===== config.mk =====
export PLATFORM = sky130hd
export DESIGN_NAME = framed_packet_receiver_crc16
export DESIGN_NICKNAME = d
export VERILOG_FILES = /design/src/hdl/frpr_pkg.sv /design/src/hdl/framed_packet_receiver_crc16.sv /design/src/hdl/frpr_crc.sv
export SDC_FILE = /design/constraint.sdc
export NUM_CORES = 2
export LEC_CHECK = 0
export BUFFER_PORTS_ARGS = -buffer_cell sky130_fd_sc_hd__buf_2
export CAP_MARGIN = 10
export CELL_PAD_IN_SITES_DETAIL_PLACEMENT = 1
export CELL_PAD_IN_SITES_GLOBAL_PLACEMENT = 1
export CORE_MARGIN = 2
export CORE_UTILIZATION = 60
export DETAILED_ROUTE_END_ITERATION = 12
export PLACE_DENSITY_LB_ADDON = 0.1
export SYNTH_ARGS = -nofsm -noshare
export SYNTH_HDL_FRONTEND = slang
export SYNTH_SLANG_ARGS = --single-unit
export TNS_END_PERCENT = 50

===== constraint.sdc =====
create_clock -name clk -period 14.3 [get_ports clk]
set_input_delay 0.715 -clock clk [delete_from_list [all_inputs] [get_ports clk]]
set_output_delay 0.715 -clock clk [all_outputs]
set_load 0.03 [all_outputs]

===== src/hdl/frpr_pkg.sv =====
// ----------------------------------------------------------------------------
// frpr_pkg
// shared constants, codes and the crc byte step for the framed packet receiver
// ----------------------------------------------------------------------------
package frpr_pkg;

  // frame store depth, a power of two so that store addresses wrap by truncation
  localparam int BUF_DEPTH = 512;
  localparam int AW        = $clog2(BUF_DEPTH);
  localparam int PW        = AW + 1;

  localparam int HDR_BYTES     = 8;
  localparam int TRAILER_BYTES = 2;

  localparam logic [15:0] CRC_INIT = 16'hFFFF;
  localparam logic [15:0] CRC_POLY = 16'hA001;

  typedef enum logic [1:0] {
    CMD_PUSH    = 2'd0,
    CMD_READ    = 2'd1,
    CMD_RELEASE = 2'd2,
    CMD_NONE    = 2'd3
  } cmd_t;

  localparam logic [2:0] ST_NONE     = 3'd0;
  localparam logic [2:0] ST_MESSAGE  = 3'd1;
  localparam logic [2:0] ST_BAD      = 3'd2;
  localparam logic [2:0] ST_OVERFLOW = 3'd3;
  localparam logic [2:0] ST_READ     = 3'd4;

  localparam logic CFG_MAGIC   = 1'b0;
  localparam logic CFG_VERSION = 1'b1;

  // reflected crc-16 over one byte, eight bit steps
  function automatic logic [15:0] crc_byte(input logic [15:0] crc_in, input logic [7:0] b);
    logic [15:0] c;
    c = crc_in ^ {8'h00, b};
    for (int k = 0; k < 8; k++) begin
      if (c[0]) begin
        c = (c >> 1) ^ CRC_POLY;
      end else begin
        c = c >> 1;
      end
    end
    return c;
  endfunction

endpackage


===== src/hdl/framed_packet_receiver_crc16.sv =====
// ----------------------------------------------------------------------------
// framed_packet_receiver_crc16
// link byte receiver: magic search, header check and crc-16 over a circular
// frame store
// ----------------------------------------------------------------------------
// usage: raise start with in_cmd (push, read, release) while busy is low; the
// beat is taken at that edge. a read or a push into a store that is not full
// raises busy until the result is shown. every command gives exactly one
// result: out_valid is high for one cycle with the result ports, and the
// receiver cannot hold it off. the error counters on the result ports
// always show the counts after the last command. release, the unused command
// and a push into a full store are answered from idle. a read fetches the
// length word and, for a delivered frame and a valid index, the payload byte.
// a push scans for the magic, checks version and length, feeds header and
// payload to the crc unit and checks the trailer via the single store read port.
// configuration writes on cfg_we take effect at once; write them while idle.
// reset clears all control state and counters; store contents stay undefined
// and are only used after being written. a full store on push clears it.
// ----------------------------------------------------------------------------
module framed_packet_receiver_crc16
  import frpr_pkg::*;
(
  input  logic        clk,
  input  logic        rst_n,
  input  logic        start,
  output logic        busy,
  input  logic [1:0]  in_cmd,
  input  logic [7:0]  in_data_byte,
  input  logic [8:0]  in_read_index,
  output logic        out_valid,
  output logic [2:0]  out_status,
  output logic [7:0]  out_msg_type,
  output logic [15:0] out_msg_sequence,
  output logic [8:0]  out_body_length,
  output logic [7:0]  out_read_byte,
  output logic [15:0] out_frame_error_count,
  output logic [15:0] out_crc_error_count,
  input  logic        cfg_we,
  input  logic        cfg_index,
  input  logic [15:0] cfg_data
);

  typedef enum logic [3:0] {
    S_IDLE, S_PREP, S_SCAN_FIRST, S_SCAN, S_VER, S_LEN_LO, S_LEN_HI, S_CRC,
    S_CHK_LO, S_CHK_HI, S_TYPE, S_SEQ_LO, S_SEQ_HI, S_RD_LO, S_RD_HI, S_RD_DATA
  } state_t;

  logic [7:0] mem [BUF_DEPTH];

  state_t        state_r, state_nxt;
  logic [AW-1:0] head_r, head_nxt;
  logic [PW-1:0] fill_r, fill_nxt;
  logic [PW-1:0] exp_r, exp_nxt;
  logic [PW-1:0] pos_r, pos_nxt;
  logic [15:0]   ff_r, ff_nxt;
  logic [15:0]   cf_r, cf_nxt;
  logic          dlv_r, dlv_nxt;
  logic [15:0]   magic_r;
  logic [7:0]    ver_r;
  logic [7:0]    prev_r, prev_nxt;
  logic [7:0]    lo_r, lo_nxt;
  logic [15:0]   plen_r, plen_nxt;
  logic [8:0]    idx_r, idx_nxt;
  logic [7:0]    rdata_r;

  logic          ov_r, ov_nxt;
  logic [2:0]    ost_r, ost_nxt;
  logic [7:0]    otype_r, otype_nxt;
  logic [15:0]   oseq_r, oseq_nxt;
  logic [8:0]    olen_r, olen_nxt;
  logic [7:0]    obyte_r, obyte_nxt;

  logic          crc_init, crc_en;
  logic [15:0]   crc_val;

  logic          accept;
  logic [AW-1:0] raddr, waddr;
  logic          wen;
  logic [PW-1:0] off;
  logic [16:0]   total;
  logic [15:0]   word;
  logic [PW-1:0] rel_n;

  frpr_crc u_crc (
    .clk  (clk),
    .init (crc_init),
    .en   (crc_en),
    .data (rdata_r),
    .crc  (crc_val)
  );

  assign accept = start && (state_r == S_IDLE);
  assign busy   = (state_r != S_IDLE);
  assign waddr  = head_r + fill_r[AW-1:0];
  // read address follows the next head and position, so data lines up with pos_r
  assign raddr  = head_nxt + pos_nxt[AW-1:0];
  assign off    = pos_r - PW'(1);
  assign total  = {1'b0, plen_nxt} + 17'(HDR_BYTES + TRAILER_BYTES);
  assign word   = {rdata_r, lo_r};
  assign rel_n  = (exp_r > fill_r) ? fill_r : exp_r;

  always_comb begin
    state_nxt = state_r;
    head_nxt  = head_r;
    fill_nxt  = fill_r;
    exp_nxt   = exp_r;
    pos_nxt   = pos_r;
    ff_nxt    = ff_r;
    cf_nxt    = cf_r;
    dlv_nxt   = dlv_r;
    prev_nxt  = prev_r;
    lo_nxt    = lo_r;
    plen_nxt  = plen_r;
    idx_nxt   = idx_r;
    wen       = 1'b0;
    crc_init  = 1'b0;
    crc_en    = 1'b0;
    ov_nxt    = 1'b0;
    ost_nxt   = ST_NONE;
    otype_nxt = 8'd0;
    oseq_nxt  = 16'd0;
    olen_nxt  = 9'd0;
    obyte_nxt = 8'd0;

    case (state_r)
      S_IDLE: begin
        if (accept) begin
          idx_nxt = in_read_index;
          case (cmd_t'(in_cmd))
            CMD_PUSH: begin
              if (fill_r == PW'(BUF_DEPTH)) begin
                head_nxt = '0;
                fill_nxt = '0;
                exp_nxt  = '0;
                dlv_nxt  = 1'b0;
                ff_nxt   = ff_r + 16'd1;
                ov_nxt   = 1'b1;
                ost_nxt  = ST_OVERFLOW;
              end else begin
                wen       = 1'b1;
                fill_nxt  = fill_r + PW'(1);
                pos_nxt   = '0;
                state_nxt = S_PREP;
              end
            end
            CMD_READ: begin
              pos_nxt   = PW'(6);
              state_nxt = S_RD_LO;
            end
            CMD_RELEASE: begin
              if (dlv_r) begin
                head_nxt = head_r + rel_n[AW-1:0];
                fill_nxt = fill_r - rel_n;
                exp_nxt  = '0;
                dlv_nxt  = 1'b0;
              end
              ov_nxt = 1'b1;
            end
            default: begin
              ov_nxt = 1'b1;
            end
          endcase
        end
      end
      // re-issue the read after the write edge
      S_PREP: begin
        pos_nxt   = '0;
        state_nxt = S_SCAN_FIRST;
      end
      S_SCAN_FIRST: begin
        prev_nxt  = rdata_r;
        pos_nxt   = PW'(1);
        state_nxt = S_SCAN;
      end
      S_SCAN: begin
        if ((pos_r >= fill_r) ||
            ((prev_r == magic_r[7:0]) && (rdata_r == magic_r[15:8]))) begin
          head_nxt = head_r + off[AW-1:0];
          fill_nxt = fill_r - off;
          if (fill_nxt < PW'(HDR_BYTES)) begin
            ov_nxt    = 1'b1;
            state_nxt = S_IDLE;
          end else begin
            pos_nxt   = PW'(2);
            state_nxt = S_VER;
          end
        end else begin
          prev_nxt = rdata_r;
          pos_nxt  = pos_r + PW'(1);
        end
      end
      S_VER: begin
        if (rdata_r != ver_r) begin
          head_nxt  = head_r + AW'(2);
          fill_nxt  = fill_r - PW'(2);
          ff_nxt    = ff_r + 16'd1;
          ov_nxt    = 1'b1;
          ost_nxt   = ST_BAD;
          state_nxt = S_IDLE;
        end else begin
          pos_nxt   = PW'(6);
          state_nxt = S_LEN_LO;
        end
      end
      S_LEN_LO: begin
        lo_nxt    = rdata_r;
        pos_nxt   = PW'(7);
        state_nxt = S_LEN_HI;
      end
      S_LEN_HI: begin
        plen_nxt = word;
        if (total > 17'(BUF_DEPTH)) begin
          head_nxt  = '0;
          fill_nxt  = '0;
          dlv_nxt   = 1'b0;
          ff_nxt    = ff_r + 16'd1;
          ov_nxt    = 1'b1;
          ost_nxt   = ST_OVERFLOW;
          state_nxt = S_IDLE;
        end else begin
          exp_nxt = total[PW-1:0];
          if (fill_r < total[PW-1:0]) begin
            ov_nxt    = 1'b1;
            state_nxt = S_IDLE;
          end else begin
            crc_init  = 1'b1;
            pos_nxt   = '0;
            state_nxt = S_CRC;
          end
        end
      end
      S_CRC: begin
        crc_en  = 1'b1;
        pos_nxt = pos_r + PW'(1);
        if (pos_r == plen_r[PW-1:0] + PW'(HDR_BYTES - 1)) begin
          state_nxt = S_CHK_LO;
        end
      end
      S_CHK_LO: begin
        lo_nxt    = rdata_r;
        pos_nxt   = pos_r + PW'(1);
        state_nxt = S_CHK_HI;
      end
      S_CHK_HI: begin
        if (word != crc_val) begin
          head_nxt  = head_r + AW'(2);
          fill_nxt  = fill_r - PW'(2);
          exp_nxt   = '0;
          cf_nxt    = cf_r + 16'd1;
          ov_nxt    = 1'b1;
          ost_nxt   = ST_BAD;
          state_nxt = S_IDLE;
        end else begin
          pos_nxt   = PW'(3);
          state_nxt = S_TYPE;
        end
      end
      S_TYPE: begin
        prev_nxt  = rdata_r;
        pos_nxt   = PW'(4);
        state_nxt = S_SEQ_LO;
      end
      S_SEQ_LO: begin
        lo_nxt    = rdata_r;
        pos_nxt   = PW'(5);
        state_nxt = S_SEQ_HI;
      end
      S_SEQ_HI: begin
        dlv_nxt   = 1'b1;
        ov_nxt    = 1'b1;
        ost_nxt   = ST_MESSAGE;
        otype_nxt = prev_r;
        oseq_nxt  = word;
        olen_nxt  = plen_r[8:0];
        state_nxt = S_IDLE;
      end
      S_RD_LO: begin
        lo_nxt    = rdata_r;
        pos_nxt   = PW'(7);
        state_nxt = S_RD_HI;
      end
      S_RD_HI: begin
        if (dlv_r && ({7'd0, idx_r} < word)) begin
          pos_nxt   = PW'(idx_r) + PW'(HDR_BYTES);
          state_nxt = S_RD_DATA;
        end else begin
          ov_nxt    = 1'b1;
          ost_nxt   = ST_READ;
          state_nxt = S_IDLE;
        end
      end
      S_RD_DATA: begin
        ov_nxt    = 1'b1;
        ost_nxt   = ST_READ;
        obyte_nxt = rdata_r;
        state_nxt = S_IDLE;
      end
      default: begin
        state_nxt = S_IDLE;
      end
    endcase
  end

  always_ff @(posedge clk) begin
    if (wen) begin
      mem[waddr] <= in_data_byte;
    end
    rdata_r <= mem[raddr];
  end

  always_ff @(posedge clk) begin
    if (!rst_n) begin
      state_r <= S_IDLE;
      head_r  <= '0;
      fill_r  <= '0;
      exp_r   <= '0;
      ff_r    <= '0;
      cf_r    <= '0;
      dlv_r   <= 1'b0;
      magic_r <= '0;
      ver_r   <= '0;
      ov_r    <= 1'b0;
    end else begin
      state_r <= state_nxt;
      head_r  <= head_nxt;
      fill_r  <= fill_nxt;
      exp_r   <= exp_nxt;
      ff_r    <= ff_nxt;
      cf_r    <= cf_nxt;
      dlv_r   <= dlv_nxt;
      ov_r    <= ov_nxt;
      if (cfg_we) begin
        if (cfg_index == CFG_MAGIC) begin
          magic_r <= cfg_data;
        end else begin
          ver_r <= cfg_data[7:0];
        end
      end
    end
  end

  always_ff @(posedge clk) begin
    pos_r   <= pos_nxt;
    prev_r  <= prev_nxt;
    lo_r    <= lo_nxt;
    plen_r  <= plen_nxt;
    idx_r   <= idx_nxt;
    ost_r   <= ost_nxt;
    otype_r <= otype_nxt;
    oseq_r  <= oseq_nxt;
    olen_r  <= olen_nxt;
    obyte_r <= obyte_nxt;
  end

  assign out_valid             = ov_r;
  assign out_status            = ost_r;
  assign out_msg_type          = otype_r;
  assign out_msg_sequence      = oseq_r;
  assign out_body_length       = olen_r;
  assign out_read_byte         = obyte_r;
  assign out_frame_error_count = ff_r;
  assign out_crc_error_count   = cf_r;

endmodule


===== src/hdl/frpr_crc.sv =====
// ----------------------------------------------------------------------------
// frpr_crc
// crc-16 accumulator, one store byte per cycle while en is high
// ----------------------------------------------------------------------------
module frpr_crc
  import frpr_pkg::*;
(
  input  logic        clk,
  input  logic        init,
  input  logic        en,
  input  logic [7:0]  data,
  output logic [15:0] crc
);

  logic [15:0] crc_r;

  always_ff @(posedge clk) begin
    if (init) begin
      crc_r <= CRC_INIT;
    end else if (en) begin
      crc_r <= crc_byte(crc_r, data);
    end
  end

  assign crc = crc_r;

endmodule


==> results.md <==
Synthesis:
- The average instance area after synthesis is 21.2 um^2.
- After Yosys synthesis, full adders, half adders and majority gates account for 0.796% of the synthesized area.
- The netlist area before placement is 171,000 um^2.
- For this run, the number of Yosys warnings is 0.
- The number of enable flip-flop cells after synthesis is 4,122.
- Sorting the synthesized cells by area gives the leading types as edfxtp_1 (72%), mux4_2 (18%), dfxtp_1 (2.2%).
- The synthesized design devotes to its leading area cell type 72.5% of total area.
- After Yosys synthesis, XOR and XNOR cells account for 1.02% of the synthesized area.
- Summing the areas of all compound-gate instances in the mapped netlist gives 1.25% of the synthesized area.
- The synthesized design contains 4,306 register bits.
- Summing the areas of all and, or, nand and nor instances in the mapped netlist gives 2.85% of the synthesized area.
- The cell count after synthesis is 8,042.
- Synthesis instantiated 75 different standard cells from the library.
- For this run, the leading register cell type out of synthesis is edfxtp_1.
- After synthesis, the largest family of logic cells by area is multiplexers.
- The library cell with the largest summed area after synthesis is edfxtp_1.
- Multiplexer cells account for 18.3% of the synthesized area.
- The proportion of synthesized flip-flops having asynchronous set or reset is 0%.
- The most frequently used cell type in the post-synthesis netlist is edfxtp_1.
- The number of nets in the synthesized netlist is 8,187.
- The sequential share of the synthesized area is 74.6%.
- In the synthesized netlist, the cells that appear most often are edfxtp_1 (4,122), mux4_2 (1,344), nor2_1 (654), clkbuf_1 (371), nand2_1 (224).

Global routing:
- For this run the aggregate overflow at the end of global routing stands at 0.
- The via count of the first global-routing pass is 88,400.
- The all-layer global routing usage is 31.9%.
- The first global-routing pass estimated 653 mm of wire.
- The initial antenna violation count is 17.
- Entering global routing, the biggest net connects 186 pins.

Die:
- In this run the horizontal extent of the chip is 538 um.
- The height of the die is 538 um.
- The area inside the core boundary is 283,000 um^2.
- The total die area is 289,000 um^2.
- The number of top-level design ports is 118.
- The starting density of the core is 60.4%.
- Row generation in the floorplan step produced 195 rows.

STA:
- The final number of hold-violating endpoints was 0.
- The clock period minus worst slack is 10,910 ps.
- The aggregate negative setup slack is 0 ps.
- For the pin with the worst max-slew slack, the measured transition is 1360 ps.
- Setup repair after global routing left no endpoint under its margin.
- Static timing analysis puts the maximum clock frequency at 91.6 MHz.
- The number of slew-limit violations in the final report is 0.
- The worst max-slew margin expressed relative to the limit is 9.55%.
- The worst path uses 76.3% of the clock period.
- The smallest hold slack is 84.4 ps.
- The worst clock skew is 80.5 ps.
- The total setup violations reported at the end of the flow is 0.

CTS:
- After clock tree synthesis, the clock-pin slew on the worst setup and hold paths is 60 ps.
- TritonCTS built the clock tree.
- For the worst-skew pair, the clock arrives at the later sink with an insertion delay of 1000 ps.
- The H-tree depth is 5.
- The hold buffer count at CTS is 24.
- The tree is rooted in a clkbuf_16.
- The clock passes through at most 4 buffers.
- The count of cells resized by post-cts repair is 0.
- The clock sink total is 4,306.
- The buffers inserted during post-CTS setup optimization is 0.
- The number of buffers added by the clock tree synthesis step is 425.

Drt:
- The first detailed-routing pass took 5 iterations.
- The met2 layer wire length in the routed design is 224 mm.
- After detailed routing, the met3 layer carries 38.2 mm of wire.
- The number of vias after detailed routing is 84,900.
- The number of vias per cell is 6.85.
- After the first detailed-routing iteration, the DRC count stood at 10,500.
- The wire length the detailed router placed on met1 is 173 mm.
- After detailed routing, the average wire length per cell comes to 36.4 um.
- The detail route stage leaves a number of antenna-violating nets equal to 0.
- The total wire length is 452 mm.
- Signal routing reaches up to met5.
- The residual DRC count is 0.

Setup path:
- The critical path is of the reg -> reg type.
- The worst setup path is captured at a flop.
- The type of origin of the critical path is a flop.
- The largest individual stage delay along the critical path comes from the cell fa_4.
- Data on the critical path arrives at its endpoint at 11,750 ps.
- The maximum fanout encountered on the critical timing path is 173.
- Among the stages of the critical path, the cell type that occurs most often is nor2_1.
- The largest stage delay on the critical path is 1320 ps.
- For the worst setup path, the data required time is 15,140 ps.

Final layout:
- The relative area change from synthesis to final layout is 11.3%.
- The fraction of final layout cells sized beyond drive strength 1 is 26.3%.
- For this run, the post-layout net count is 8,436.
- Cells fill 67.2% of the core in the end.

Status:
- The run finished with clean final reports.

Placement:
- The congestion estimate from routability-driven global placement came to 0.866.
- The placed wire-length estimate after detailed placement is 264 mm.
- The number of input and output port buffers inserted is 117.

Min path:
- The type of the worst min-delay path is in -> reg.

Run:
- Across the run, the number of max-cap violations was 0.
cell usage in the layout, fill, tap and decap left out, types with 10 or more instances in the layout:
cell	synthesis	layout
a21o_1	24	24
a21oi_1	112	112
a31oi_1	10	10
and2_1	18	18
and3_1	52	52
buf_12	0	16
buf_2	8	110
buf_4	3	122
bufinv_16	0	47
clkbuf_1	371	87
clkbuf_16	0	431
clkinv_1	0	87
clkinv_2	0	88
clkinvlp_4	0	12
dfxtp_1	184	184
dlygate4sd3_1	0	24
edfxtp_1	4122	4122
ha_1	99	98
inv_1	69	68
mux2_4	10	10
mux2i_1	67	67
mux4_2	1344	1344
nand2_1	224	208
nand2_4	0	16
nand3_1	47	47
nand4_1	25	25
nor2_1	654	649
nor2b_1	17	17
nor3_1	34	33
nor4_1	18	18
o211ai_1	20	20
o21a_1	13	13
o21ai_0	66	66
o21bai_1	13	13
o22ai_1	12	12
or3_1	17	17
xnor2_1	121	115
xor2_1	72	72
final cells by class:
type / instances / area, um^2
repair buffers: 283 / 2200
clock inverters: 264 / 2780
multi-input cells: 3206 / 41500
fillers: 21900 / 92700
inverters: 69 / 259
clock buffers: 519 / 11100
flip-flops and latches: 4306 / 127000
diodes: 9 / 22.5
well taps: 3743 / 4680
final timing paths:
path	startpoint	endpoint	slack, ps	depth (start not counted)
setup / recovery	state_r[0]	rdata_r[4]	3390	29
hold / removal	cfg_data[9]	magic_r[9]	80	3
setup reg to reg	state_r[0]	rdata_r[4]	3390	29
hold reg to reg	plen_r[15]	plen_r[15]	460	2
logic make-up after synthesis:
| kind of cell | after synthesis |
|---|---|
| simple gates | 1140 |
| xor+xnor | 195 |
| fa+ha+maj | 105 |
| compound gates | 336 |
| flops | 4306 |
| mux | 1430 |
| buf+inv | 530 |
state kept, by name, indices dropped and copies added (netlist names):
name,count
out_crc_error_count,16
out_msg_type,8
out_body_length,9
out_msg_sequence,16
ver_r,8
mem,4096
u_crc.crc,16
plen_r,16
prev_r,8
head_r,9
idx_r,9
rdata_r,8
out_frame_error_count,16
out_status,3
magic_r,16
exp_r,10
lo_r,8
state_r,4
pos_r,10
fill_r,10
dlv_r,1
out_valid,1
out_read_byte,8
per-stage QoR:
stage                     area, um^2  setup WS [ps]  std cells
after global routing          190000           2980      12400
after detailed placement      176000           3720      11600
after CTS                     190000           3600      12400
after global placement        176000           3540      11600
final                         190000           3390      12400
after floorplan               171000           6810       8042
critical path: cells and delay by family, from the launching register on:
family	cells	cell delay (ps)
AOI/OAI and AO/OA	5	1100
xor gates and xnor gates	1	450
adders and majority gates	4	2180
buffers and inverters	4	1670
DFF	1	840
muxes	7	2970
and+or+nand+nor	8	1100
layer usage:
layer | vias to the layer above | GRT usage, %
li1 | 33800 | -
met1 | 45600 | 45.5
met2 | 4667 | 51.5
met3 | 822 | 4.62
met4 | 10 | 10.8
met5 | - | 0
Power is not shown: default switching activity piles up to over one toggle a cycle in this logic, so the estimate is an artifact.
